==> config.mk <==
export PLATFORM = sky130hd
export DESIGN_NAME = wrs_queue
export DESIGN_NICKNAME = d
export VERILOG_FILES = /design/src/hdl/wrs_pkg.sv /design/src/hdl/wrs_queue.sv
export SDC_FILE = /design/constraint.sdc
export NUM_CORES = 1
export LEC_CHECK = 0
export CORE_ASPECT_RATIO = 0.7
export CORE_MARGIN = 2
export CORE_UTILIZATION = 40
export CTS_BUF_LIST = sky130_fd_sc_hd__clkbuf_4 sky130_fd_sc_hd__clkbuf_8 sky130_fd_sc_hd__clkbuf_16
export DETAILED_ROUTE_END_ITERATION = 10
export DONT_BUFFER_PORTS = 1
export GPL_TIMING_DRIVEN = 0
export SKIP_CTS_REPAIR_TIMING = 1
export SLEW_MARGIN = 10
export SYNTH_ARGS = -nofsm -noshare
export SYNTH_HDL_FRONTEND = slang
export SYNTH_SLANG_ARGS = --single-unit
==> constraint.sdc <==
create_clock -name clk_i -period 2.4 [get_ports clk_i]
set_clock_uncertainty 0.15 [all_clocks]
set_input_delay 0.48 -clock clk_i [delete_from_list [all_inputs] [get_ports clk_i]]
set_output_delay 0.48 -clock clk_i [all_outputs]
set_load 0.01 [all_outputs]
==> src/hdl/wrs_pkg.sv <==
// Types and constants shared by the water ripple stencil modules.
`default_nettype none

package wrs_pkg;

  localparam int unsigned FrameWidth  = 288;
  localparam int unsigned FrameHeight = 224;

  localparam int unsigned ColW     = $clog2(FrameWidth);
  localparam int unsigned RowW     = $clog2(FrameHeight);
  localparam int unsigned PosW     = $clog2(FrameWidth * FrameHeight);
  localparam int unsigned DlyDepth = FrameWidth + 1;
  localparam int unsigned DlyW     = $clog2(DlyDepth);

  // The queue depth must be a power of two so that the pointers wrap by themselves.
  localparam int unsigned QDepth = 4;
  localparam int unsigned QPtrW  = $clog2(QDepth);
  localparam int unsigned QLvlW  = $clog2(QDepth + 1);

  localparam int unsigned HeightW = 16;
  localparam int unsigned IndexW  = 16;
  localparam int unsigned DampW   = 4;
  localparam int unsigned SumW    = HeightW + 3;

  // Rows and columns before the first interior window is complete.
  localparam int unsigned Margin = 2;

  localparam logic [ColW-1:0]  ColLast    = ColW'(FrameWidth - 1);
  localparam logic [RowW-1:0]  RowLast    = RowW'(FrameHeight - 1);
  localparam logic [DlyW-1:0]  DlyLast    = DlyW'(DlyDepth - 1);
  localparam logic [ColW-1:0]  ColMargin  = ColW'(Margin);
  localparam logic [RowW-1:0]  RowMargin  = RowW'(Margin);
  localparam logic [PosW-1:0]  CenterOfs  = PosW'(FrameWidth + 1);
  localparam logic [DampW-1:0] DampReset  = DampW'(5);

  localparam logic signed [HeightW-1:0] SatMax = 16'sh7FFF;
  localparam logic signed [HeightW-1:0] SatMin = 16'sh8000;

  typedef struct packed {
    logic signed [HeightW-1:0] height_now;
    logic signed [HeightW-1:0] height_older;
    logic                      frame_start;
  } in_item_t;

  typedef struct packed {
    logic        [IndexW-1:0]  pixel_index;
    logic signed [HeightW-1:0] new_height;
  } out_item_t;

  // One interior pixel waiting for the damping arithmetic.
  typedef struct packed {
    logic        [IndexW-1:0]  pixel_index;
    logic signed [SumW-1:0]    sum;
    logic signed [HeightW-1:0] center_older;
  } job_t;

  typedef struct packed {
    logic [QLvlW-1:0] level;
    logic             not_empty;
  } q_stat_t;

endpackage

`default_nettype wire

==> src/hdl/wrs_queue.sv <==
// Short queue of pending interior pixels between the front and back ends.
`default_nettype none

module wrs_queue (
  input  logic             clk_i,
  input  logic             rst_ni,
  input  logic             push_i,
  input  wrs_pkg::job_t    push_data_i,
  input  logic             pop_i,
  output wrs_pkg::job_t    pop_data_o,
  output wrs_pkg::q_stat_t stat_o
);
  import wrs_pkg::*;

  job_t             slot_q [QDepth];
  logic [QPtrW-1:0] wr_ptr_q, rd_ptr_q;
  logic [QLvlW-1:0] level_q;

  always_ff @(posedge clk_i or negedge rst_ni) begin
    if (!rst_ni) begin
      wr_ptr_q <= '0;
      rd_ptr_q <= '0;
      level_q  <= '0;
    end else begin
      if (push_i) begin
        wr_ptr_q <= wr_ptr_q + QPtrW'(1);
      end
      if (pop_i) begin
        rd_ptr_q <= rd_ptr_q + QPtrW'(1);
      end
      unique case ({push_i, pop_i})
        2'b10:   level_q <= level_q + QLvlW'(1);
        2'b01:   level_q <= level_q - QLvlW'(1);
        default: level_q <= level_q;
      endcase
    end
  end

  always_ff @(posedge clk_i) begin
    if (push_i) begin
      slot_q[wr_ptr_q] <= push_data_i;
    end
  end

  assign pop_data_o       = slot_q[rd_ptr_q];
  assign stat_o.level     = level_q;
  assign stat_o.not_empty = (level_q != '0);

endmodule

`default_nettype wire

==> results.md <==
- Hold Path Class: input pin to register
- Total wire length: 13900 microns
- Die width: between 150 and 200 microns
- Least-Margin Pin Slew: roughly 0.42 ns
- Vias per inst: about 5.0
- Max_slew headroom: 0.717
- Synth warnings: 0
- Power density cells: ~1200 mW/mm^2
- Worst Hold Path Cells: 2
- Min cycle time layout: roughly 2.4 ns
- Crit-path cells: buf_12 > buf_12 > mux4_2
- CP dominant cell by count: buf_12
- Final setup viols: 2
- Fin. Hold Viols: 0
- Clk sink count: 211
- Grt total ovfl: 0
- Initial core utilization: 0.410
- Max Root-Sink Buffers: 3
- Syn Inst Count: 299
- Slowest CP cell: mux4_2
- Number of flops mapped to enable cells by yosys: 204
- Final nets: ~440
- Worst hold start: push_i
- Synth unique cells: 19
- Post-DRT Antenna Nets: 0
- Die span in y: roughly 120 microns
- I/O Buffers: 0
- DR iter-0 viols: ~170
- Max Fanout on Critical Path: 10
- Detailed Place HPWL: 8090 microns
- Maxcap violations: 0
- Register-to-register setup slack: a little under 0.6 ns
- Net Count, Synth: 360
- FF-to-FF End: slot_q[1][49]$_DFFE_PP_
- Final Cycle Share: 1.00
- First-pass GRT wire length: between 20000 and 25000 microns
- DRC: 0
- Worst Reg2Reg Path Length in Cells: 4
- Status: complete, but fails checks
- Worst setup path class: register to primary output
- Clk Latency, worst-skew pair: 0.49 ns
- Violated checks: negative setup slack
- Synthesized area: between 0.007 and 0.008 sq mm
- Cts bufs inserted: 22
- Core box area: ~0.019 sq mm
- Slowest stage delay, CP: slightly below 0.6 ns
- Post-synth top cells: 204 x edfxtp_1, 48 x mux4_2, 7 x dfrtp_1
- Critical Path RT: 1.77 ns
- Worst path arrival time: 1.78 ns
- Most numerous cell in the Yosys netlist: edfxtp_1
- Antenna diodes: 0
- Share of the synthesized area in the top cell type: 0.785
- Final Slew Violations: 0
- Register bit total from synthesis: 211
- Total power: roughly 12000 uW
- Final WS setup: -0.00622 ns
- Post-Place Worst Slack: approximately 0.22 ns
- Gr usage total: 0.136
- Syn avg cell area: between 20 and 30 sq um
- LEAKAGE: around 0.0031 uW
- GP Congestion: 0.674
- Via count: between 3k and 4k
- Post-synthesis sequential area ratio: 0.807
- Fmax: 416 MHz
- Critical Path Source: rd_ptr_q[0]$_DFFE_PN0P_
- IO Pins: 110
- CP endpoint kind: primary output
- DR pass1 iterations: 6
- H-tree depth: 1
- Fill count: around 1.5k
- Initial antenna violation count: 0
- Root buffer cell: clkbuf_16
- CTS tree: yes
- Setup_tns: -0.00875 ns
- Row count: between 40 and 50
- RSZ-0062 raised after global routing: yes
- WHS: between 0.007 and 0.008 ns
- End of the worst hold path: wr_ptr_q[1]$_DFFE_PN0P_
- Final design utilization: 0.502
- Die area: 0.0207 sq mm
- P&R area growth vs syn: 22.4%
- Post-DR wirelength/cell: approximately 21 microns
- Max IR drop VDD: 0.672 mV
- Async SR Flop Fraction: 0.0332
- Ys flop type: edfxtp_1
- Vias in the first global route: 3515
- Reg2Reg Launch Point: wr_ptr_q[1]$_DFFE_PN0P_
- CP startpoint kind: register
- Worst-path clk slew: 0.06 ns
- Largest area contributor in the netlist: edfxtp_1
- Largest net degree at the start of global routing: 28
- Layout cell share with drive strength beyond 1: 0.277
- Dominant cells by area after synthesis: edfxtp_1 78%, mux4_2 14%, dfrtp_1 2.2%
[worst max-delay path: cells and delay by family, from the launching register on]
| family | cells | cell delay, ns |
|---|---|---|
| flip-flops | 1 | 0.37 |
| multiplexers | 1 | 0.58 |
| buffers and inverters | 2 | 0.33 |
[worst max path at each step]
| stage | slack (ns) | to | depth (start not counted) |
|---|---|---|---|
| after CTS | -0.34 | pop_data_o[21] | 3 |
| after detailed placement | 0.22 | pop_data_o[21] | 3 |
| after global routing | -0.08 | pop_data_o[21] | 3 |
| after global placement | -1.01 | slot_q[2][27]$_DFFE_PP_ | 3 |
| final | -0.006 | pop_data_o[13] | 3 |
| after floorplan | 0.007 | slot_q[2][0]$_DFFE_PP_ | 3 |
[per-stage QoR]
| step | area, sq um | cells |
|---|---|---|
| 2_1_floorplan | 7810 | 299 |
| 3_3_place_gp | 8140 | 563 |
| 3_5_place_dp | 8230 | 567 |
| 4_1_cts | 8990 | 607 |
| 5_1_grt | 9550 | 661 |
| 6_report | 9550 | 661 |
[final cells by class]
class	instances	area (sq um)	area share
tap	264	330	0.0346
sequential	211	6300	0.660
buffer	11	155	0.0162
clock inverter	11	144	0.0151
timing repair buffer	59	628	0.0658
multi-input combinational	73	1360	0.142
clock buffer	29	621	0.0650
inverter	3	11.3	0.00118
[cell usage in the layout, fill, tap and decap left out, types with 2 or more instances in the layout]
cell           netlist  final
clkbuf_16            0     23
mux4_1               3      2
inv_1                3      3
ha_1                 5      5
and2_4               0      4
clkbuf_4             0     10
clkinv_4             0      3
nand2_1              2      2
mux4_2              48     49
bufinv_16            0      3
xnor2_1              3      3
buf_12               5     10
xor2_1               3      3
dfrtp_1              7      6
dlygate4sd3_1        0     54
clkinv_2             0      3
edfxtp_1           204    204
[power by group]
part           switching (uW)  internal [uW]
combinational            1670           1390
sequential                212           4820
clock                    1330           2160
[flip-flops by register name, indices dropped and copies added, names as in the netlist]
register  flops
slot_q      204
rd_ptr_q      2
level_q       3
wr_ptr_q      2
[cell families after synthesis]
| group | after synthesis | share of synthesized area |
|---|---|---|
| flip-flops | 211 | 0.807 |
| AO/OA/AOI/OAI | 1 | 0.000641 |
| XOR/XNOR | 6 | 0.00673 |
| buffers and inverters | 15 | 0.0194 |
| AND/OR/NAND/NOR | 8 | 0.00545 |
| adder cells (fa/ha/maj) | 6 | 0.0106 |
| multiplexers | 52 | 0.150 |
[metal layers]
metal / vias up / GRT usage / part of all wire
met3: 27 / 0.0685 / 0.083
li1: 1443 / - / -
met2: 115 / 0.227 / 0.49
met5: - / 0 / 0
met4: 0 / 0.0318 / 0.022
met1: 1745 / 0.157 / 0.40
No activity file was read; power rests on OpenSTA's default activity.
