**config.mk**
```make
export PLATFORM = sky130hd
export DESIGN_NAME = wrs_back
export DESIGN_NICKNAME = d
export VERILOG_FILES = /design/src/hdl/wrs_pkg.sv /design/src/hdl/wrs_back.sv
export SDC_FILE = /design/constraint.sdc
export NUM_CORES = 1
export LEC_CHECK = 0
export BUFFER_PORTS_ARGS = -buffer_cell sky130_fd_sc_hd__buf_2
export CELL_PAD_IN_SITES_DETAIL_PLACEMENT = 0
export CELL_PAD_IN_SITES_GLOBAL_PLACEMENT = 1
export CORE_MARGIN = 2
export CORE_UTILIZATION = 38
export CTS_BUF_LIST = sky130_fd_sc_hd__clkbuf_8
export DETAILED_ROUTE_END_ITERATION = 6
export PLACE_DENSITY = 0.91
export SYNTH_ARGS = -nofsm -noshare
export SYNTH_HDL_FRONTEND = slang
export SYNTH_SLANG_ARGS = --single-unit
```
**constraint.sdc**
```tcl
create_clock -name clk_i -period 4.65 [get_ports clk_i]
set_input_delay 0.2325 -clock clk_i [delete_from_list [all_inputs] [get_ports clk_i]]
set_output_delay 0.2325 -clock clk_i [all_outputs]
set_load 0.03 [all_outputs]
```
**src/hdl/wrs_pkg.sv**
```systemverilog
// Types and constants shared by the water ripple stencil modules.
`default_nettype none

package wrs_pkg;

  localparam int unsigned FrameWidth  = 288;
  localparam int unsigned FrameHeight = 224;

  localparam int unsigned ColW     = $clog2(FrameWidth);
  localparam int unsigned RowW     = $clog2(FrameHeight);
  localparam int unsigned PosW     = $clog2(FrameWidth * FrameHeight);
  localparam int unsigned DlyDepth = FrameWidth + 1;
  localparam int unsigned DlyW     = $clog2(DlyDepth);

  // The queue depth must be a power of two so that the pointers wrap by themselves.
  localparam int unsigned QDepth = 4;
  localparam int unsigned QPtrW  = $clog2(QDepth);
  localparam int unsigned QLvlW  = $clog2(QDepth + 1);

  localparam int unsigned HeightW = 16;
  localparam int unsigned IndexW  = 16;
  localparam int unsigned DampW   = 4;
  localparam int unsigned SumW    = HeightW + 3;

  // Rows and columns before the first interior window is complete.
  localparam int unsigned Margin = 2;

  localparam logic [ColW-1:0]  ColLast    = ColW'(FrameWidth - 1);
  localparam logic [RowW-1:0]  RowLast    = RowW'(FrameHeight - 1);
  localparam logic [DlyW-1:0]  DlyLast    = DlyW'(DlyDepth - 1);
  localparam logic [ColW-1:0]  ColMargin  = ColW'(Margin);
  localparam logic [RowW-1:0]  RowMargin  = RowW'(Margin);
  localparam logic [PosW-1:0]  CenterOfs  = PosW'(FrameWidth + 1);
  localparam logic [DampW-1:0] DampReset  = DampW'(5);

  localparam logic signed [HeightW-1:0] SatMax = 16'sh7FFF;
  localparam logic signed [HeightW-1:0] SatMin = 16'sh8000;

  typedef struct packed {
    logic signed [HeightW-1:0] height_now;
    logic signed [HeightW-1:0] height_older;
    logic                      frame_start;
  } in_item_t;

  typedef struct packed {
    logic        [IndexW-1:0]  pixel_index;
    logic signed [HeightW-1:0] new_height;
  } out_item_t;

  // One interior pixel waiting for the damping arithmetic.
  typedef struct packed {
    logic        [IndexW-1:0]  pixel_index;
    logic signed [SumW-1:0]    sum;
    logic signed [HeightW-1:0] center_older;
  } job_t;

  typedef struct packed {
    logic [QLvlW-1:0] level;
    logic             not_empty;
  } q_stat_t;

endpackage

`default_nettype wire

```
**src/hdl/wrs_back.sv**
```systemverilog
// Back end: damping register, damping arithmetic, saturation and output register.
`default_nettype none

module wrs_back (
  input  logic                        clk_i,
  input  logic                        rst_ni,
  input  logic                        cfg_valid_i,
  output logic                        cfg_ready_o,
  input  logic [wrs_pkg::DampW-1:0]   cfg_data_i,
  input  wrs_pkg::q_stat_t            stat_i,
  input  wrs_pkg::job_t               job_i,
  output logic                        pop_o,
  output logic                        out_valid_o,
  input  logic                        out_ready_i,
  output wrs_pkg::out_item_t          out_data_o
);
  import wrs_pkg::*;

  logic [DampW-1:0]          damp_q;
  logic                      out_valid_q;
  out_item_t                 out_q, out_d;
  logic signed [SumW-2:0]    v;
  logic signed [SumW-1:0]    r;

  assign cfg_ready_o = 1'b1;
  assign pop_o       = stat_i.not_empty && (!out_valid_q || out_ready_i);

  always_comb begin
    v = (SumW - 1)'(job_i.sum >>> 2) - (SumW - 1)'(job_i.center_older);
    r = SumW'(v) - SumW'(v >>> damp_q);
    out_d.pixel_index = job_i.pixel_index;
    priority if (r > SumW'(SatMax)) begin
      out_d.new_height = SatMax;
    end else if (r < SumW'(SatMin)) begin
      out_d.new_height = SatMin;
    end else begin
      out_d.new_height = HeightW'(r);
    end
  end

  always_ff @(posedge clk_i or negedge rst_ni) begin
    if (!rst_ni) begin
      damp_q      <= DampReset;
      out_valid_q <= 1'b0;
    end else begin
      if (cfg_valid_i && cfg_ready_o) begin
        damp_q <= cfg_data_i;
      end
      if (pop_o) begin
        out_valid_q <= 1'b1;
      end else if (out_ready_i) begin
        out_valid_q <= 1'b0;
      end
    end
  end

  always_ff @(posedge clk_i) begin
    if (pop_o) begin
      out_q <= out_d;
    end
  end

  assign out_valid_o = out_valid_q;
  assign out_data_o  = out_q;

endmodule

`default_nettype wire

```
==> summary.txt, run 1 <==
Gate power share: 72.2%
Core area: 10420 sq um
Filler cells: 911
Antenna-violating nets left: 0
Iter 0 DRT Violations: 284
Int Pwr: 0.001774 W
Final hold violations: 0
Num CTS Buffers: 5
RSZ-0062 raised after global routing: true
Slew Limit Fails: 0
Synthesized net count: 569
DR WL/cell: 14.49 microns
Router iterations before antenna repair: 4
Family with the most delay on the worst path: compound AO/OA/AOI/OAI gates
Worst VDD drop: 432.7 uV
Main synth FF type: edfxtp_1
Non-filler cells, final: 821
I/O pins: 98
FFs w/ async S/R, synth: 13.51%
Start point of the worst hold path: job_i[35]
Post-Layout Inst Area: 6126 sq um
Worst r2r src: damp_q[1]
Clk pin slew, worst setup/hold paths: 0.08 ns
Slowest CP cell: mux4_2
Fin crit period: 5.263 ns
Syn. warnings: 0
Antenna violations before repair: 0
TNS Setup: -8.774 ns
Total track usage: 20.20%
Chip width: 107.9 microns
Violated checks: setup timing
Crit Path Max Fanout: 6
F_max: 190.0 MHz
Area Growth Syn to Fin: 49.45%
Post-DP HPWL: 9.083 mm
Area leader, netlist: edfxtp_1
Reg-to-reg setup timing slack: 0.18 ns
Via count: 4445
CTS tree: done
Fin crit share: 113.2%
# rows: 37
FF+latch count, synth: 37
Max-Cap Viols: 0
# DRC: 0
Share of Yosys cell area claimed by the top area cell type: 23.44%
Share of cells above drive strength 1: 43.21%
Vias in the first global route: 4422
Crit path buf inv count: 6
Diodes inserted: 0
Total wire length: 11.90 mm
GPL Wtd Cong: 0.9455
Kind of critical path: primary input to register
R2r worst-path depth: 20
Synthesized instance count: 470
Initial Utilization: 39.35%
Yosys cell types: 66
Post-synth top cells: nand2_1, inv_1, nor2_1
Pwr per Cell Area: 495.7 nW/um^2
Min-Delay Path Depth: 1
CP Capture Type: register
Worst slew margin: 62.96%
Proportion of synthesized chip area in sequential cells: 26.56%
Multi-input logic area: 3014 sq um
Setup violations, final: 15
Clock share of power: 11.0%
HP Class: primary input to register
CTS Buffer Depth: 2
Actual slew at the worst max-slew pin: 0.5498 ns
Die area: 11630 sq um
CP startpoint kind: primary input
Clk root buf: clkbuf_8
Die height: 107.9 microns
Placed insts: 796
Nets: 783
P_leak: 2.897 nW
Largest net degree at the start of global routing: 34
Register Area: 1089 sq um
Mapped cell area: 4099 sq um
Post-Route Utilization: 58.81%
Critical Path RT: 4.69 ns
Worst R2R End: out_data_o[0]
Status: finished with violations
Clock Latency Late Sink: 0.29 ns
CTS H-tree depth: 2
PortBufs: 91
Most common cell in the synthesized netlist: nand2_1
CP max stage delay: 0.48 ns
Grt ovf: 0
Dpl cell area: 5633 sq um
Post-synth EDFFs: 32
Final setup skew: 0.003903 ns
Flop pwr share: 16.9%
Switching fraction of total power: 41.60%
Setup ws final: -0.6126 ns
Hold Path Sink: out_data_o[16]
First-pass GRT wire length: 19.40 mm
Post-Synthesis Mean Instance Area: 8.721 sq um
Via/cell ratio: 5.414
Clock sinks: 37
Worst-path cell chain: buf_8, inv_12, ha_4, inv_2, fa_2, a21o_1, a221o_2, buf_4, a21o_4, xnor2_4, inv_1, mux4_2, a222oi_1, a21boi_2, ha_1, nor2b_4, o31a_1, o21ai_2, a21oi_2, or4_4, a311oi_4, a211oi_4, buf_6, a41o_1
NetSw: 0.001263 W
Critical Path AT: 5.30 ns
Largest cells by area after synthesis: edfxtp_1, ha_1, mux4_2, a21oi_1, a41o_1
==> how the worst max path moves through the flow <==
stage | startpoint | endpoint | slack, ns | cells after the start
finish | job_i[18] | out_data_o[10] | -0.61 | 24
global route | job_i[18] | out_data_o[10] | -0.79 | 24
CTS | job_i[18] | out_data_o[10] | -0.54 | 24
detailed placement | job_i[18] | out_data_o[10] | -1.17 | 23
global placement | job_i[18] | out_data_o[1] | -0.94 | 22
floorplan | job_i[18] | out_data_o[0] | -0.59 | 23
==> power by group through the flow <==
stage / combinational, W / sequential (W) / clock, W
finish: 0.00219 / 0.000512 / 0.000333
global route: 0.00236 / 0.000520 / 0.000352
CTS: 0.00205 / 0.000514 / 0.000336
detailed placement: 0.00182 / 0.000521 / 0
global placement: 0.00178 / 0.000516 / 0
floorplan: 0.00106 / 0.000664 / 0
==> area by class of cell <==
type,instances,area share [%]
multi-input cells,371,49.20
flip-flops and latches,37,17.77
well taps,136,2.778
clock buffers,5,1.123
repair buffers,229,25.35
clock inverters,3,1.123
inverters,40,2.655
==> metrics by stage <==
stage	power (W)	hold slack [ns]	worst slack, ns
after CTS	0.002905	0.1094	-0.5396
after detailed placement	0.002345	0.05392	-1.167
final	0.003037	0.1104	-0.6126
after floorplan	0.001725	-0.06309	-0.5932
after global placement	0.002296	0.04887	-0.9362
after global routing	0.003236	0.09853	-0.7941
==> kinds of logic after synthesis <==
kind of cell / Yosys count / share of synthesized area (%)
and+or+nand+nor: 137 / 15.96
buffers and inverters: 62 / 5.769
xor gates and xnor gates: 22 / 4.884
other: 1 / 0.09149
DFF: 37 / 26.56
adders and majority gates: 36 / 11.36
muxes: 23 / 9.341
AOI/OAI and AO/OA: 152 / 26.04
==> layer usage <==
metal	GRT usage, %	routed length, microns	share of wire [%]
met5	0	0	0
met2	37.56	5985	50
met3	1.998	540	4.5
met1	23.80	5019	42
met4	7.509	354	3.0
==> state kept, by name, summed over array words and instances (netlist names) <==
| name | flops |
|---|---|
| damp_q | 4 |
| out_data_o | 32 |
| out_valid_o | 1 |
==> placed cells by master, fill, tap and decap left out, types with 4 or more instances in the layout <==
master	n
xor2_1	7
buf_2	90
clkbuf_8	5
a211oi_1	5
nand2b_1	6
inv_1	34
buf_6	5
buf_4	130
nor4_1	4
mux4_2	9
nor3_1	16
inv_2	4
o22ai_1	4
a21oi_1	30
nor2_1	35
nand2_1	37
mux2i_1	9
edfxtp_1	32
a21o_1	10
and2_1	5
a41o_1	15
nand3_1	6
ha_1	32
o21ai_0	26
and3_1	6
o211ai_1	7
xnor2_1	12
==> worst reg2reg max path, cell delays in order (launching register included) <==
cell and delay, ns:
dfrtp_1 0.45, inv_1 0.08, nor3_1 0.34, o211ai_1 0.18, o311ai_1 0.16, o32ai_2 0.19, mux2i_1 0.21, a21o_1 0.14
ha_2 0.18, inv_2 0.04, fa_2 0.37, a211oi_2 0.27, o211ai_1 0.18, a311oi_2 0.37, o21ai_2 0.10, and2_4 0.17
buf_4 0.14, nor2_2 0.14, o21ai_4 0.12, buf_12 0.15, a41o_1 0.21
==> what timing repair did <==
item	in CTS	in global routing
pin swaps	7	13
gates resized for setup	17	27
hold buffers	1	0
gates cloned	1	1
endpoints found under the setup margin	16	16
endpoints found under the hold margin	5	0
setup buffers	11	7
No activity file was read; power rests on OpenSTA's default activity.
==> run 2, diff against run 1 <==
- ABC_AREA: default -> 1
- CORE_UTILIZATION: 38 -> 42
- PLACE_DENSITY: 0.91 -> 0.95
- clock period: 4.65 -> 6.3 ns (I/O delays scaled with it)
==> run 2 against run 1 <==
  * The run now ends clean
  * Clock power decreased by 26%
  * Global-route usage shrank 0.88 points
  * Clock-buffer cell count unchanged
  * Critical endpoint is now out_data_o[8]
  * Largest cell class unchanged
  * Largest power group unchanged
==> summary.txt, run 2 <==
Status: finished clean (was finished with violations)
Proportion of synthesized chip area in sequential cells: 26.76% (was 26.56%)
GPL Wtd Cong: 0.9083 (was 0.9455)
NetSw: 0.0007221 W (was 0.001263 W)
First-pass GRT wire length: 16.66 mm (was 19.40 mm)
Post-Synthesis Mean Instance Area: 6.757 sq um (was 8.721 sq um)
Non-filler cells, final: 819 (was 821)
Largest cells by area after synthesis: edfxtp_1, nand2_1, nand3_1, ha_1, inv_1 (was edfxtp_1, ha_1, mux4_2, a21oi_1, a41o_1)
CP Capture Type: register (unchanged)
Worst slew margin: 54.19% (was 62.96%)
Post-Route Utilization: 51.28% (was 58.81%)
Switching fraction of total power: 46.69% (was 41.60%)
Flop pwr share: 23.4% (was 16.9%)
Clk pin slew, worst setup/hold paths: 0.08 ns (about the same)
Worst VDD drop: 142.9 uV (was 432.7 uV)
Iter 0 DRT Violations: 232 (was 284)
Final setup skew: 0.006395 ns (was 0.003903 ns)
Multi-input logic area: 2623 sq um (was 3014 sq um)
Slowest CP cell: fa_1 (was mux4_2)
Crit Path Max Fanout: 15 (was 6)
Critical Path AT: 4.37 ns (was 5.30 ns)
Most frequent cells in the layout: nand2_1, buf_2, nand3_1 (was buf_4, buf_2, nand2_1)
Antenna-violating nets left: 0 (unchanged)
Clock sinks: 37 (unchanged)
F_max: 230.0 MHz
TNS Setup: 0 ns (was -8.774 ns)
FF+latch count, synth: 37 (unchanged)
I/O pins: 98 (unchanged)
Post-DP HPWL: 7.881 mm (was 9.083 mm)
Final hold violations: 0 (unchanged)
Synthesized instance count: 602 (was 470)
Reg-to-reg setup timing slack: 2.01 ns (was 0.18 ns)
HP Class: primary input to register (unchanged)
PortBufs: 91 (unchanged)
Chip width: 102.4 microns (was 107.9 microns)
Mapped cell area: 4068 sq um (was 4099 sq um)
Num CTS Buffers: 5 (unchanged)
CTS Buffer Depth: 2 (unchanged)
Die area: 10490 sq um (was 11630 sq um)
Kind of critical path: primary input to register (unchanged)
Via count: 4077 (was 4445)
Syn. warnings: 0 (unchanged)
Core area: 9328 sq um (was 10420 sq um)
Total track usage: 19.32% (was 20.20%)
Setup violations, final: 0 (was 15)
Most common cell after layout, fill and taps aside: nand2_1 (was buf_4)
Gate power share: 60.7% (was 72.2%)
Max-Cap Viols: 0 (unchanged)
Via/cell ratio: 4.978 (was 5.414)
Fin crit period: 4.347 ns
Vias in the first global route: 3833 (was 4422)
Main synth FF type: edfxtp_1 (unchanged)
Yosys cell types: 41 (was 66)
Share of cells above drive strength 1: 19.57% (was 43.21%)
CP most frequent cell: nand2_1
Initial Utilization: 43.61% (was 39.35%)
Pwr per Cell Area: 323.3 nW/um^2 (was 495.7 nW/um^2)
Max reg flops: 32 (unchanged)
P_leak: 2.601 nW (was 2.897 nW)
RSZ-0062 raised after global routing: false (was true)
R2r worst-path depth: 19 (was 20)
Area leader, netlist: edfxtp_1 (unchanged)
Nets: 788 (was 783)
CP startpoint kind: primary input (unchanged)
Grt ovf: 0 (unchanged)
Clock Latency Late Sink: 0.29 ns (about the same)
Post-synth top cells: nand2_1, nand3_1, inv_1 (was nand2_1, inv_1, nor2_1)
Worst r2r src: damp_q[1] (unchanged)
Share of Yosys cell area claimed by the top area cell type: 23.62% (was 23.44%)
Critical Path RT: 6.33 ns (was 4.69 ns)
Worst R2R End: out_data_o[8] (was out_data_o[0])
Int Pwr: 0.0008246 W (was 0.001774 W)
Start point of the worst hold path: job_i[43] (was job_i[35])
Post-synth EDFFs: 32 (unchanged)
Hold Path Sink: out_data_o[24] (was out_data_o[16])
Area Growth Syn to Fin: 17.59% (was 49.45%)
# rows: 35 (was 37)
CP max stage delay: 0.40 ns (was 0.48 ns)
# DRC: 0 (unchanged)
Fin crit share: 69.01%
Actual slew at the worst max-slew pin: 0.6864 ns (was 0.5498 ns)
Router iterations before antenna repair: 6 (was 4)
Filler cells: 935 (was 911)
Antenna violations before repair: 0 (unchanged)
FFs w/ async S/R, synth: 13.51% (unchanged)
Diodes inserted: 0 (unchanged)
Min-Delay Path Depth: 1 (unchanged)
Placed insts: 810 (was 796)
DR WL/cell: 11.77 microns (was 14.49 microns)
Slew Limit Fails: 0 (unchanged)
Synthesized net count: 701 (was 569)
CTS tree: done (unchanged)
Most common cell in the synthesized netlist: nand2_1 (unchanged)
Largest net degree at the start of global routing: 34 (unchanged)
CTS H-tree depth: 2 (unchanged)
Clk root buf: clkbuf_8 (unchanged)
Clock share of power: 15.9% (was 11.0%)
Die height: 102.4 microns (was 107.9 microns)
Register Area: 1089 sq um (unchanged)
Total wire length: 9.640 mm (was 11.90 mm)
-- run 2: worst max-delay path, delay by kind of cell --
| kind | cells | cell delay [ns] |
|---|---|---|
| simple gates | 19 | 1.69 |
| fa+ha+maj | 4 | 0.91 |
| buf+inv | 6 | 0.41 |
| compound gates | 4 | 1.04 |
-- run 2: per-layer routing --
layer	vias up	global-route usage [%]	share of wire (%)
met1	1799	25.84	48
met4	0	3.077	0.81
li1	2146	-	-
met3	10	3.488	5.2
met5	-	0	0
met2	122	33.25	46
-- run 2: worst max path at each step --
stage | end | from | depth (start not counted)
3_3_place_gp | out_data_o[14] | job_i[18] | 33
2_1_floorplan | out_data_o[13] | job_i[18] | 33
6_report | out_data_o[8] | job_i[18] | 33
4_1_cts | out_data_o[4] | job_i[18] | 33
5_1_grt | out_data_o[6] | job_i[18] | 33
3_5_place_dp | out_data_o[8] | job_i[18] | 33
-- run 2: power by group through the flow --
stage	registers, W	clock network (W)	logic, W
after floorplan	0.000448	0	0.000676
after global placement	0.000365	0	0.000914
after detailed placement	0.000367	0	0.000930
after CTS	0.000361	0.000252	0.000938
after global routing	0.000367	0.000263	0.00106
final	0.000362	0.000246	0.000939
-- run 2: cells by family (layout without fill, tap and decap cells) --
kind of cell / count (synthesis) / after routing / share of synthesized area (%)
simple gates: 348 / 348 / 37.56
fa+ha+maj: 36 / 36 / 11.44
mux: 1 / 1 / 0.2461
buf+inv: 93 / 181 / 9.044
xor+xnor: 21 / 21 / 4.522
other cells: 1 / 1 / 0.09219
flops: 37 / 37 / 26.76
compound gates: 65 / 65 / 10.34
-- run 2: final cells by class --
type / instances / area share, %
Inverter: 80 / 6.278
Multi-Input combinational cell: 472 / 54.83
Clock inverter: 3 / 1.439
Clock buffer: 5 / 1.439
Sequential cell: 37 / 22.76
Timing Repair Buffer: 93 / 9.888
Tap cell: 129 / 3.374
-- run 2: stage by stage --
step	hold WS [ns]	cell area [sq um]	total power (W)	setup WS (ns)
floorplan	0.01941	4068	0.001124	2.477
global placement	0.1297	4636	0.001279	1.807
detailed placement	0.1314	4636	0.001297	1.710
CTS	0.1907	4783	0.001551	1.969
global route	0.1779	4783	0.001692	1.560
finish	0.1995	4783	0.001547	1.953
-- run 2: repair_timing --
action	CTS	global route
hold endpoints to repair	3	0
hold buffers	1	0
setup buffers	0	0
resized for setup	0	0
==> run 3, diff against run 2 <==
- CORE_UTILIZATION: 42 -> 39
- PLACE_DENSITY: 0.95 -> 0.94
- clock period: 6.3 -> 4.2 ns (I/O delays scaled with it)
==> run 3 against run 2 <==
  * First-iteration DRC count is 13% lower
  * Via count is 0.27% higher
  * Critical path depth rose by 1
  * Clock-buffer cell count unchanged
  * Flip-flop and latch count did not move
  * Final cell count is 2.2% higher
  * Clock power increased by 55%
  * Sequential share of layout area is 0.56 points lower
  * Cell area is 2.5% higher
  * Routed wire length is 0.54% higher
  * Utilization shrank 3.4 points
  * Critical path type unchanged
  * Largest cell class unchanged
  * Largest power group unchanged
==> summary.txt, run 3 (synthesis results as in run 2) <==
Grt ovf: 0 (unchanged)
Largest net degree at the start of global routing: 34 (unchanged)
Initial Utilization: 39.76% (was 43.61%)
Kind of critical path: primary input to register (unchanged)
I/O pins: 98 (unchanged)
Via count: 4088 (was 4077)
Router iterations before antenna repair: 5 (was 6)
Clock sinks: 37 (unchanged)
R2r worst-path depth: 22 (was 19)
Antenna violations before repair: 0 (unchanged)
Placed insts: 828 (was 810)
Actual slew at the worst max-slew pin: 1.030 ns (was 0.6864 ns)
Area Growth Syn to Fin: 20.55% (was 17.59%)
GPL Wtd Cong: 0.8826 (was 0.9083)
Total track usage: 18.17% (was 19.32%)
Most frequent cells in the layout: nand2_1, buf_2, nand3_1 (unchanged)
TNS Setup: 0 ns (unchanged)
Clock Latency Late Sink: 0.30 ns (was 0.29 ns)
RSZ-0062 raised after global routing: false (unchanged)
P_leak: 2.664 nW (was 2.601 nW)
Nets: 799 (was 788)
Final setup skew: 0.006530 ns (was 0.006395 ns)
Crit Path Max Fanout: 15 (unchanged)
First-pass GRT wire length: 16.96 mm (was 16.66 mm)
CP startpoint kind: primary input (unchanged)
Setup violations, final: 0 (unchanged)
Critical Path RT: 4.26 ns (was 6.33 ns)
Vias in the first global route: 3859 (was 3833)
F_max: 262.3 MHz
Min-Delay Path Depth: 1 (unchanged)
Antenna-violating nets left: 0 (unchanged)
# rows: 37 (was 35)
Diodes inserted: 0 (unchanged)
Worst VDD drop: 218.0 uV (was 142.9 uV)
Critical Path AT: 3.87 ns (was 4.37 ns)
HP Class: primary input to register (unchanged)
Post-Route Utilization: 47.93% (was 51.28%)
Via/cell ratio: 4.884 (was 4.978)
Slowest CP cell: fa_1 (unchanged)
CP most frequent cell: nand2_1 (unchanged)
Core area: 10230 sq um (was 9328 sq um)
Final hold violations: 0 (unchanged)
Max-Cap Viols: 0 (unchanged)
CTS H-tree depth: 2 (unchanged)
# DRC: 0 (unchanged)
Chip width: 106.1 microns (was 102.4 microns)
Total power: 0.002420 W (was 0.001547 W)
DR WL/cell: 11.58 microns (was 11.77 microns)
Hold_ws: 0.08566 ns (was 0.1995 ns)
Slew Limit Fails: 0 (unchanged)
CTS Buffer Depth: 2 (unchanged)
Fin crit period: 3.813 ns
PortBufs: 91 (unchanged)
Clk root buf: clkbuf_8 (unchanged)
Most common cell after layout, fill and taps aside: nand2_1 (unchanged)
Max reg flops: 32 (unchanged)
Worst slew margin: 31.19% (was 54.19%)
Share of cells above drive strength 1: 20.97% (was 19.57%)
Die height: 106.1 microns (was 102.4 microns)
Num CTS Buffers: 5 (unchanged)
Fin crit share: 90.78%
Iter 0 DRT Violations: 202 (was 232)
Pwr per Cell Area: 493.5 nW/um^2 (was 323.3 nW/um^2)
Status: finished clean (unchanged)
CP Capture Type: register (unchanged)
CP max stage delay: 0.40 ns (about the same)
Post-DP HPWL: 8.076 mm (was 7.881 mm)
Non-filler cells, final: 837 (was 819)
Total wire length: 9.692 mm (was 9.640 mm)
CTS tree: done (unchanged)
Clk pin slew, worst setup/hold paths: 0.08 ns (about the same)
Die area: 11260 sq um (was 10490 sq um)
run 3: through the flow:
step                      cell area [sq um]  worst slack [ns]
after floorplan                        4068            0.4818
after global placement                 4752            0.1235
after detailed placement               4752           0.06066
after CTS                              4900            0.3704
after global routing                   4903           0.01174
final                                  4903            0.3873
run 3: metal layers:
layer  global-route usage [%]  up-vias  wire length, microns
met5                        0        -                     0
met1                    23.40     1814                  4639
li1                         -     2163                     -
met3                    3.127        9                   487
met4                    3.383        0                   100
met2                    32.10      102                  4465
run 3: repair_timing:
item,CTS,global route
setup endpoints to repair,0,14
hold buffers,1,0
setup buffers,0,0
hold endpoints to repair,5,0
resized for setup,0,2
run 3: report_power, final:
group	switching (W)	leakage [nW]	internal (W)
sequential	0.0000249	0.361	0.000514
clock	0.000142	0.0687	0.000239
combinational	0.000937	2.23	0.000563
run 3: worst paths after layout:
check	from	end	slack [ns]
max in group asynchronous	rst_ni	damp_q[0]	3.76
hold reg to reg	damp_q[1]	damp_q[1]	0.54
hold / removal	job_i[38]	out_data_o[19]	0.09
setup reg to reg	damp_q[0]	out_data_o[9]	0.50
setup / recovery	job_i[18]	out_data_o[9]	0.39
min in group asynchronous	rst_ni	out_valid_o	0.24
run 3: final cells by class:
type | count | area [sq um]
clock buffer | 5 | 68.82
clock inverter | 3 | 68.82
fill | 1045 | 5328
inverter | 80 | 300.3
multi-input combinational | 472 | 2626
sequential | 37 | 1089
tap | 136 | 170.2
timing repair buffer | 104 | 580.6
run 3: critical path: cells and delay by family:
kind            cells  cell delay (ns)
compound gates      4             0.65
fa+ha+maj           4             0.90
buf+inv             7             0.54
simple gates       19             1.55
